[src/rtl/core/sphc_pkg.sv]
// Package for the stepper pulse generator with homing.
// Holds command and phase codes, stream field layout and shared constants.
// No dependencies; used by the top level and its checker.
package sphc_pkg;

    // Base full steps of the motor per revolution; the go-to limit is this
    // value shifted left by the microstep mode.
    localparam int FULL_STEPS_PER_REV = 200;

    localparam int IN_TDATA_W  = 40;
    localparam int IN_TUSER_W  = 3;
    localparam int OUT_TDATA_W = 48;
    localparam int OUT_USED_W  = 41;
    localparam int CFG_IDX_W   = 1;
    localparam int CFG_DATA_W  = 9;

    localparam logic [15:0] UNBOUNDED   = 16'hFFFF;
    localparam logic [15:0] POS_MAX     = 16'hFFFF;
    localparam logic [8:0]  ELAPSED_MAX = 9'h1FF;

    localparam logic [8:0] HALF_PERIOD_RESET = 9'd5;
    localparam logic [1:0] MICROSTEP_RESET   = 2'd0;

    // Configuration register indexes
    localparam logic [CFG_IDX_W-1:0] CFG_HALF_PERIOD = 1'd0;
    localparam logic [CFG_IDX_W-1:0] CFG_MICROSTEP   = 1'd1;

    // Homing phase codes
    localparam logic [2:0] PH_HOMING_LO = 3'd0;
    localparam logic [2:0] PH_HOMING_HI = 3'd1;
    localparam logic [2:0] PH_HOMED_LO  = 3'd2;
    localparam logic [2:0] PH_HOMED_HI  = 3'd3;
    localparam logic [2:0] PH_NEVER     = 3'd4;

    // Move direction codes
    localparam logic [1:0] DIR_LOW    = 2'd0;
    localparam logic [1:0] DIR_TOGGLE = 2'd2;

    // Sleep action codes
    localparam logic [1:0] SLEEP_WAKE   = 2'd0;
    localparam logic [1:0] SLEEP_SLEEP  = 2'd1;
    localparam logic [1:0] SLEEP_TOGGLE = 2'd2;

    typedef enum logic [2:0] {
        OP_TICK  = 3'd0,
        OP_MOVE  = 3'd1,
        OP_HOME  = 3'd2,
        OP_GOTO  = 3'd3,
        OP_SLEEP = 3'd4
    } opcode_t;

    typedef struct packed {
        logic [2:0]  opcode;
        logic        limit_level;
        logic [1:0]  sleep_action;
        logic [15:0] target_position;
        logic [15:0] step_count;
        logic [1:0]  direction;
    } cmd_t;

endpackage

[src/rtl/core/stepper_pulse_homing_controller_top.sv]
// Stepper step/dir pulse generator with limit-switch homing, top level.
// Depends on sphc_pkg.

// Each command item yields exactly one result item: a snapshot of the pins and
// counters after the command. An item is first held in the input register
// and moves to the result register once that register is free, and its result
// then waits on the master side; one item per cycle is sustained while the
// output is not stalled. The result register and the input register form two
// stages, so a new item is taken while a finished result waits on the master
// side. The command state (step/dir pins, position, remaining count, elapsed
// ms, homing phase) updates as an item moves from the input register to the
// result register. Configuration writes take effect on the next item; the user
// must make them only while the block is idle, as the block has no check for it.
module stepper_pulse_homing_controller_top (
    input  logic                                 clk,
    input  logic                                 rst_n,
    input  logic                                 s_axis_tvalid,
    output logic                                 s_axis_tready,
    // direction[1:0], step_count[17:2], target_position[33:18],
    // sleep_action[35:34], limit_level[36], zero fill[39:37]
    input  logic [sphc_pkg::IN_TDATA_W-1:0]      s_axis_tdata,
    // opcode[2:0]
    input  logic [sphc_pkg::IN_TUSER_W-1:0]      s_axis_tuser,
    output logic                                 m_axis_tvalid,
    input  logic                                 m_axis_tready,
    // step_level[0], dir_level[1], mode_pin_one[2], mode_pin_two[3],
    // awake_level[4], position[20:5], remaining[36:21], homing_phase[39:37],
    // limit_event[40], zero fill[47:41]
    output logic [sphc_pkg::OUT_TDATA_W-1:0]     m_axis_tdata,
    input  logic                                 cfg_we,
    input  logic [sphc_pkg::CFG_IDX_W-1:0]       cfg_index,
    input  logic [sphc_pkg::CFG_DATA_W-1:0]      cfg_data
);

    logic [8:0]  half_period_reg;
    logic [1:0]  mode_reg;

    logic            in_valid_reg;
    sphc_pkg::cmd_t  in_item_reg;
    logic            out_valid_reg;
    logic [sphc_pkg::OUT_TDATA_W-1:0] out_data_reg;
    logic [sphc_pkg::OUT_TDATA_W-1:0] out_data_next;

    logic        step_reg, step_next;
    logic        dir_reg, dir_next;
    logic        awake_reg, awake_next;
    logic [15:0] position_reg, position_next;
    logic [15:0] remaining_reg, remaining_next;
    logic [8:0]  elapsed_reg, elapsed_next;
    logic [2:0]  phase_reg, phase_next;
    logic        home_side_reg, home_side_next;
    logic        limit_last_reg, limit_last_next;
    logic        event_next;

    logic out_free;
    logic in_move;

    assign out_free      = !out_valid_reg || m_axis_tready;
    assign in_move       = in_valid_reg && out_free;
    assign s_axis_tready = !in_valid_reg || out_free;
    assign m_axis_tvalid = out_valid_reg;
    assign m_axis_tdata  = out_data_reg;

    always_comb
    begin
        logic [15:0] rem_t;
        logic [15:0] pos_t;
        logic [2:0]  ph_t;
        logic [8:0]  el_t;
        logic        homed_t;
        logic [15:0] limit_val;
        logic [15:0] tgt_c;

        step_next       = step_reg;
        dir_next        = dir_reg;
        awake_next      = awake_reg;
        position_next   = position_reg;
        remaining_next  = remaining_reg;
        elapsed_next    = elapsed_reg;
        phase_next      = phase_reg;
        home_side_next  = home_side_reg;
        limit_last_next = limit_last_reg;
        event_next      = 1'b0;

        rem_t     = remaining_reg;
        pos_t     = position_reg;
        ph_t      = phase_reg;
        el_t      = elapsed_reg;
        homed_t   = 1'b0;
        limit_val = 16'(sphc_pkg::FULL_STEPS_PER_REV) << mode_reg;
        tgt_c     = (in_item_reg.target_position > limit_val) ? limit_val
                                                              : in_item_reg.target_position;

        case (sphc_pkg::opcode_t'(in_item_reg.opcode))
            sphc_pkg::OP_TICK:
            begin
                // falling limit edge ends a homing run
                if (!in_item_reg.limit_level && limit_last_reg)
                begin
                    event_next = 1'b1;
                    if (phase_reg == sphc_pkg::PH_HOMING_LO ||
                        phase_reg == sphc_pkg::PH_HOMING_HI)
                    begin
                        rem_t = 16'd0;
                        pos_t = 16'd0;
                        ph_t  = home_side_reg ? sphc_pkg::PH_HOMED_HI
                                              : sphc_pkg::PH_HOMED_LO;
                    end
                end
                limit_last_next = in_item_reg.limit_level;
                if (el_t != sphc_pkg::ELAPSED_MAX)
                    el_t = el_t + 9'd1;
                homed_t = (ph_t == sphc_pkg::PH_HOMED_LO) || (ph_t == sphc_pkg::PH_HOMED_HI);
                if (rem_t != 16'd0 && el_t >= half_period_reg)
                begin
                    el_t      = 9'd0;
                    step_next = !step_reg;
                    // falling step edge consumes a step
                    if (step_reg)
                    begin
                        if (rem_t != sphc_pkg::UNBOUNDED)
                            rem_t = rem_t - 16'd1;
                        if (homed_t)
                        begin
                            if (dir_reg)
                            begin
                                if (pos_t != sphc_pkg::POS_MAX)
                                    pos_t = pos_t + 16'd1;
                            end
                            else if (pos_t != 16'd0)
                            begin
                                pos_t = pos_t - 16'd1;
                            end
                        end
                    end
                end
                remaining_next = rem_t;
                position_next  = pos_t;
                phase_next     = ph_t;
                elapsed_next   = el_t;
            end
            sphc_pkg::OP_MOVE:
            begin
                if (in_item_reg.direction == sphc_pkg::DIR_TOGGLE)
                    dir_next = !dir_reg;
                else
                    dir_next = (in_item_reg.direction != sphc_pkg::DIR_LOW);
                remaining_next = in_item_reg.step_count;
            end
            sphc_pkg::OP_HOME:
            begin
                home_side_next = (in_item_reg.direction != sphc_pkg::DIR_LOW);
                phase_next     = home_side_next ? sphc_pkg::PH_HOMING_HI
                                                : sphc_pkg::PH_HOMING_LO;
                dir_next       = home_side_next;
                remaining_next = sphc_pkg::UNBOUNDED;
            end
            sphc_pkg::OP_GOTO:
            begin
                if (phase_reg == sphc_pkg::PH_HOMED_LO || phase_reg == sphc_pkg::PH_HOMED_HI)
                begin
                    if (tgt_c > position_reg)
                    begin
                        dir_next       = 1'b1;
                        remaining_next = tgt_c - position_reg;
                    end
                    else if (tgt_c < position_reg)
                    begin
                        dir_next       = 1'b0;
                        remaining_next = position_reg - tgt_c;
                    end
                end
            end
            sphc_pkg::OP_SLEEP:
            begin
                case (in_item_reg.sleep_action)
                    sphc_pkg::SLEEP_WAKE:   awake_next = 1'b1;
                    sphc_pkg::SLEEP_SLEEP:  awake_next = 1'b0;
                    sphc_pkg::SLEEP_TOGGLE: awake_next = !awake_reg;
                    default:                awake_next = awake_reg;
                endcase
            end
            default:
            begin
                step_next = step_reg;
            end
        endcase

        out_data_next = {
            {(sphc_pkg::OUT_TDATA_W - sphc_pkg::OUT_USED_W){1'b0}},
            event_next, phase_next, remaining_next, position_next,
            awake_next, mode_reg[1], mode_reg[0], dir_next, step_next
        };
    end

    always_ff @(posedge clk or negedge rst_n)
    begin
        if (!rst_n)
        begin
            half_period_reg <= sphc_pkg::HALF_PERIOD_RESET;
            mode_reg        <= sphc_pkg::MICROSTEP_RESET;
        end
        else if (cfg_we)
        begin
            case (cfg_index)
                sphc_pkg::CFG_HALF_PERIOD: half_period_reg <= cfg_data;
                sphc_pkg::CFG_MICROSTEP:   mode_reg        <= cfg_data[1:0];
                default:                   mode_reg        <= mode_reg;
            endcase
        end
    end

    always_ff @(posedge clk or negedge rst_n)
    begin
        if (!rst_n)
        begin
            in_valid_reg   <= 1'b0;
            out_valid_reg  <= 1'b0;
            step_reg       <= 1'b0;
            dir_reg        <= 1'b0;
            awake_reg      <= 1'b1;
            position_reg   <= 16'd0;
            remaining_reg  <= 16'd0;
            elapsed_reg    <= sphc_pkg::ELAPSED_MAX;
            phase_reg      <= sphc_pkg::PH_NEVER;
            home_side_reg  <= 1'b0;
            limit_last_reg <= 1'b1;
        end
        else
        begin
            if (s_axis_tvalid && s_axis_tready)
                in_valid_reg <= 1'b1;
            else if (in_move)
                in_valid_reg <= 1'b0;

            if (in_move)
                out_valid_reg <= 1'b1;
            else if (m_axis_tready)
                out_valid_reg <= 1'b0;

            if (in_move)
            begin
                step_reg       <= step_next;
                dir_reg        <= dir_next;
                awake_reg      <= awake_next;
                position_reg   <= position_next;
                remaining_reg  <= remaining_next;
                elapsed_reg    <= elapsed_next;
                phase_reg      <= phase_next;
                home_side_reg  <= home_side_next;
                limit_last_reg <= limit_last_next;
            end
        end
    end

    // payload registers, no reset
    always_ff @(posedge clk)
    begin
        if (s_axis_tvalid && s_axis_tready)
        begin
            in_item_reg.opcode          <= s_axis_tuser;
            in_item_reg.direction       <= s_axis_tdata[1:0];
            in_item_reg.step_count      <= s_axis_tdata[17:2];
            in_item_reg.target_position <= s_axis_tdata[33:18];
            in_item_reg.sleep_action    <= s_axis_tdata[35:34];
            in_item_reg.limit_level     <= s_axis_tdata[36];
        end
        if (in_move)
            out_data_reg <= out_data_next;
    end

endmodule

[config.mk]
export PLATFORM = sky130hd
export DESIGN_NAME = stepper_pulse_homing_controller_top
export DESIGN_NICKNAME = d
export VERILOG_FILES = /design/src/rtl/core/sphc_pkg.sv /design/src/rtl/core/stepper_pulse_homing_controller_top.sv
export SDC_FILE = /design/constraint.sdc
export NUM_CORES = 1
export LEC_CHECK = 0
export BUFFER_PORTS_ARGS = -buffer_cell sky130_fd_sc_hd__clkbuf_2
export CAP_MARGIN = 20
export CORE_MARGIN = 2
export CORE_UTILIZATION = 40
export DETAILED_ROUTE_END_ITERATION = 16
export PLACE_DENSITY = 0.54
export SLEW_MARGIN = 30
export SYNTH_ARGS = -nofsm -noshare
export SYNTH_HDL_FRONTEND = slang
export SYNTH_SLANG_ARGS = --single-unit
[constraint.sdc]
create_clock -name clk -period 10.3 [get_ports clk]
set_input_delay 0.515 -clock clk [delete_from_list [all_inputs] [get_ports clk]]
set_output_delay 0.515 -clock clk [all_outputs]
set_load 0.03 [all_outputs]
* Word-level counts from Yosys, hierarchy flattened
Index checks and enable logic that the tools add are counted.
** Word-level totals
- Flip-flop bits (word level) :: 143
- Logic and storage cells :: 119
- Input port bits :: 58
- Output and inout port bits :: 50
** Cells by class
- Shift operators :: 1
- Muxes and demuxes :: 44
- Reductions and logical operators :: 27
- Eq/ne operators :: 15
- $add $sub $neg :: 6
- Magnitude comparators :: 4
- Bitwise gates (word level) :: 1
** Operators by type and width (count)
- 16-bit two-way mux :: 20
- 16-bit one-hot mux with 4 select lines :: 1
- 16-bit greater-than comparator :: 2
- 16-bit inequality test (second input constant) :: 2
- 16-bit nonzero test :: 2
- 16-bit by 1-bit subtractor with 16-bit output (second input constant) :: 2
- 16-bit subtractor :: 2
- 9-bit two-way mux :: 3
- 3-bit by 2-bit equality test with 1-bit output (second input constant) :: 6
- 16-bit by 1-bit adder with 16-bit output (second input constant) :: 1
- 16-bit less-than comparator :: 1
- 8-bit by 2-bit left shift with 16-bit output (first input constant) :: 1
- 1-bit two-way mux :: 14
- 9-bit by 1-bit adder with 9-bit output (second input constant) :: 1
- 9-bit greater-or-equal comparator :: 1
- 3-bit two-way mux :: 3
- 9-bit inequality test (second input constant) :: 1
- 2-bit AND reduction :: 4
- 3-bit by 1-bit equality test with 1-bit output (second input constant) :: 2
- 1-bit zero test :: 6
- 3-bit zero test :: 2
- 1-bit one-hot mux with 3 select lines :: 2
- 3-bit one-hot mux with 2 select lines :: 1
- 2-bit nonzero test :: 3
- other kinds (7) :: 15

* Logic depth before layout (Yosys ltp)
- Word-level depth :: 12
- Mapped depth :: 25
- Mapped depth without buffers :: 23

* Worst setup path after synthesis
Ideal clock, no wire load.
- Path type :: flip-flop to flip-flop
- Start :: register mode_reg[1]
- End :: register out_data_reg, in the netlist m_axis_tdata[30], data pin
- Data arrival time :: 5069 ps
- Data required time :: 10040 ps
- Slack :: 4971 ps
- Buffers on the path :: 3
- Stages on the path, launching flop included :: 25
- Period minus slack after synthesis :: 5329 ps
- Library setup time :: 260 ps
- Cell sequence :: dfrtp_1 -> inv_1 -> ha_1 -> inv_1 -> ha_1 -> o21a_1 -> o21a_1 -> o21ai_0 -> nand2b_1 -> a211oi_1 -> o21ai_0 -> nand3_1 -> buf_1 -> mux2_2 -> ha_1 -> buf_2 -> nand2_1 -> or3_1 -> or4_1 -> clkbuf_1 -> o21a_1 -> o21a_1 -> o221ai_1 -> o211ai_1 -> mux2_2
** Between the ends
- Longest elaborated chain between the ends :: 8
- Elaborated cells on any way between the ends :: 11
- Classes of those cells :: add/sub: 2; order compare: 3; shift: 1; mux: 5
** Ends and longest elaborated chain
- from (decl) :: line stepper_pulse_homing_controller_top.sv:36 : logic [1:0] mode_reg;
- from (signal assigned) :: line stepper_pulse_homing_controller_top.sv:201 : mode_reg <= sphc_pkg::MICROSTEP_RESET;
- from (signal assigned) :: line stepper_pulse_homing_controller_top.sv:207 : sphc_pkg::CFG_MICROSTEP: mode_reg <= cfg_data[1:0];
- from (signal assigned) :: line stepper_pulse_homing_controller_top.sv:208 : default: mode_reg <= mode_reg;
- 8-bit by 2-bit left shift with 16-bit output * :: line stepper_pulse_homing_controller_top.sv:90 : limit_val = 16'(sphc_pkg::FULL_STEPS_PER_REV) << mode_reg;
- 16-bit greater-than comparator :: line stepper_pulse_homing_controller_top.sv:91 : tgt_c = (in_item_reg.target_position > limit_val) ? limit_val
- 16-bit two-way mux * :: line stepper_pulse_homing_controller_top.sv:91
- 16-bit subtractor / 16-bit less-than comparator (equally long branches) :: line stepper_pulse_homing_controller_top.sv:170, stepper_pulse_homing_controller_top.sv:167
- 16-bit two-way mux :: line stepper_pulse_homing_controller_top.sv:167 : else if (tgt_c < position_reg)
- 16-bit two-way mux * :: line stepper_pulse_homing_controller_top.sv:162 : if (tgt_c > position_reg)
- 16-bit two-way mux * :: line stepper_pulse_homing_controller_top.sv:160 : if (phase_reg == sphc_pkg::PH_HOMED_LO || phase_reg == sphc_pkg::PH_HOMED_HI)
- 16-bit one-hot mux with 4 select lines * :: line stepper_pulse_homing_controller_top.sv:94 : case (sphc_pkg::opcode_t'(in_item_reg.opcode))
- net remaining_next[9] :: line stepper_pulse_homing_controller_top.sv:48 : logic [15:0] remaining_reg, remaining_next;
- to (signal assigned) :: line stepper_pulse_homing_controller_top.sv:269 : out_data_reg <= out_data_next;
- to (decl) :: line stepper_pulse_homing_controller_top.sv:41 : logic [sphc_pkg::OUT_TDATA_W-1:0] out_data_reg;
The timed path passes the listed nets; every way through them passes the cells marked *.
A chain may end at the register's enable or synchronous reset.

* Worst setup path after layout
Same ends and word-level chain as after synthesis.

==> results.yml <==
power_and_ir_drop:
  leakagePower_nw: 4.564
  ir_worst_vdd_v: 0.00009609
  power.total_mw: 2.256
  power.density_nw_per_um2: 194.9
final_layout:
  syn2layout_area_growth_pct: 12.74
  diodes: 0
  nFillCells: 2491
  final_nets: 1328
  largest_register_ffs: 41
  final_area_um2: 11570
  postLayoutCoreUtil_pct: 45.97
  drive_above_1_share_pct: 16.78
die:
  die_h_um: 164.2
  fp.dieW_um: 164.2
  row_count: 58
  start_util_pct: 40.77
  ios: 108
  die_area_um2: 26970
  core_area_um2: 25180
clock_tree:
  cts_buffer_depth: 2
  post_cts_buffers: 0
  cts-resized-gates: 0
  cts.sinks: 143
  tritoncts: "built"
  h-tree-depth: 4
  ctsRootBufferMaster: "clkbuf_16"
  numCtsBuffers: 17
  cts_hold_repair.buffers: 0
  clkSlewWorstSetupHoldPaths_ns: 0.07
  insertion_delay_ns: 0.43
placement:
  hpwl_mm: 23.13
  gp_congestion: 0.9128
  port_buffers: 97
  placed_area_um2: 10970
  pre_cts_ws_ns: 3.600
logic_synthesis:
  synth_edf_count: 81
  synth_ff_type: "edfxtp_1"
  ys_types: 78
  synth_top_cell_by_area: "edfxtp_1"
  syn_area_per_cell_um2: 8.951
  syn-instance-count: 1147
  yosysSeqAreaShare_pct: 38.97
  ys_seq_elements: 143
  syn_area_um2: 10270
  synth.area.top_cells: "edfxtp_1 (24%), dfrtp_1 (12%), ha_1 (7.2%)"
  yosys-top-cells-count: "nand2_1 (109), a21oi_1 (104), nor2_1 (92), edfxtp_1 (81), o21ai_0 (73)"
  yosysMostFrequentCell: "nand2_1"
  async_flop_share_pct: 43.36
  synth.top_cell.area_share_pct: 23.69
  synth-warning-count: 0
timing:
  maxSlewViolCount: 0
  rsz0062_at_grt: "no"
  layout_setup_ws_ns: 3.873
  worst_pin_slew_ns: 0.8673
  setup_viol: 0
  slew_headroom_pct: 42.06
  setup_tns_ns: 0
  timing.fmax_mhz: 155.6
  fin_crit_sh_pct: 62.40
  fin_skew_ns: 0.01513
  hold_violations: 0
  min_period_ns: 6.427
setup_path:
  cp.depth: 21
  path_buf_inv: 2
  worstSetupPathType: "reg2reg"
  cp_data_arrival_time_ns: 6.61
  r2r-start: "mode_reg[1]$_DFFE_PN0P_"
  critical-path-slowest-cell: "a21oi_1"
  endpoint: "m_axis_tdata[30]$_DFFE_PP_"
  r2r-end: "m_axis_tdata[30]$_DFFE_PP_"
  critical_path.top_delay_family: "compound AO/OA/AOI/OAI gates"
  crit_fanout: 22
  crit_path_max_incr_delay_ns: 0.67
  r2r_setup_slack_ns: 3.87
  endpoint_kind: "flip-flop"
  cp.required_ns: 10.49
  critPathLaunchType: "flip-flop"
  setup.worst_path.start: "mode_reg[1]$_DFFE_PN0P_"
  reg2regPathDepth: 21
  cp_cell_sequence: "inv_1, ha_1, inv_1, ha_1, o21a_1, o21a_1, o21ai_0, nand2b_1, a211oi_1, o21ai_0, nand3_2, mux2_2, ha_1, o211ai_1, o211ai_1, nand3_1, a21oi_1, nand3_1, o221ai_1, o211ai_1, mux2_2"
detailed_routing:
  vias_per_cell: 5.838
  postRouteWirelength_mm: 31.36
  avgRoutedWirePerCell_um: 20.21
  first_pass_iters: 6
  drc_errors: 0
  first_iter_violations: 756
  ant_nets: 0
  num_vias: 9061
global_route:
  overflow: 0
  grt_usage_pct: 23.70
  grt_max_degree: 63
  antenna_found_initial: 0
  grt_pass1_vias: 8592
  grt_pass1_wl_mm: 48.81
flow_run:
  cap_violations: 0
status:
  outcome: "finished clean"
worst_hold_path:
  hold_class: "in2async"
## through the flow
| stage | hold WS, ns | std cells |
|---|---|---|
| final | 0.1669 | 1552 |
| after global routing | 0.2300 | 1552 |
| after CTS | 0.2356 | 1552 |
| after detailed placement | 0.4674 | 1520 |
| after floorplan | 0.2194 | 1161 |
| after global placement | 0.4596 | 1520 |
## how the worst min path moves through the flow
| stage | to | slack [ns] | depth (start not counted) |
|---|---|---|---|
| 3_3_place_gp | awake_reg$_DFFE_PN1P_ | 0.46 | 2 |
| 2_1_floorplan | dir_reg$_DFFE_PN0P_ | 0.22 | 0 |
| 5_1_grt | mode_reg[0]$_DFFE_PN0P_ | 0.23 | 2 |
| 3_5_place_dp | awake_reg$_DFFE_PN1P_ | 0.47 | 2 |
| 6_report | mode_reg[0]$_DFFE_PN0P_ | 0.17 | 2 |
| 4_1_cts | in_item_reg[23]$_DFFE_PP_ | 0.24 | 1 |
## power breakdown
part | internal, mW | switching [mW]
Sequential | 0.702 | 0.111
Clock | 0.376 | 0.272
Combinational | 0.284 | 0.511
## cells by family after synthesis
logic type	Yosys count	synth area share, %
and+or+nand+nor	388	18.86
AOI/OAI and AO/OA	339	21.44
DFF	143	38.97
buffers and inverters	132	5.325
adders and majority gates	61	7.580
xor gates and xnor gates	44	3.753
muxes	38	3.997
other	2	0.07314
## routing by layer
layer / vias up / global-route usage [%] / share of wire (%)
met5: - / 0 / 0
li1: 4347 / - / -
met4: 0 / 8.892 / 2.9
met1: 4314 / 33.11 / 47
met2: 350 / 35.76 / 43
met3: 50 / 5.278 / 7.0
## layout by cell type, fill, tap and decap left out, drive strengths merged, types with 16 or more instances in the layout
cell type / count
clkbuf: 115
nand2: 109
a21oi: 104
nor2: 92
edfxtp: 81
o21ai: 75
ha: 59
inv: 59
dfrtp: 48
xnor2: 30
nor3: 30
nand3: 28
mux2: 24
nand4: 21
a21o: 20
a211oi: 20
nor4: 19
conb: 16
## layout make-up
| type | instances | area (µm²) | share of cell area [%] |
|---|---|---|---|
| Clock buffer | 19 | 454.2 | 3.924 |
| Tap cell | 330 | 412.9 | 3.567 |
| Multi-Input combinational cell | 886 | 5788 | 50.01 |
| Inverter | 52 | 195.2 | 1.686 |
| Clock inverter | 13 | 143.9 | 1.243 |
| Sequential cell | 143 | 4001 | 34.57 |
| Timing Repair Buffer | 109 | 579.3 | 5.005 |
Power figures use the tool's default switching activity.
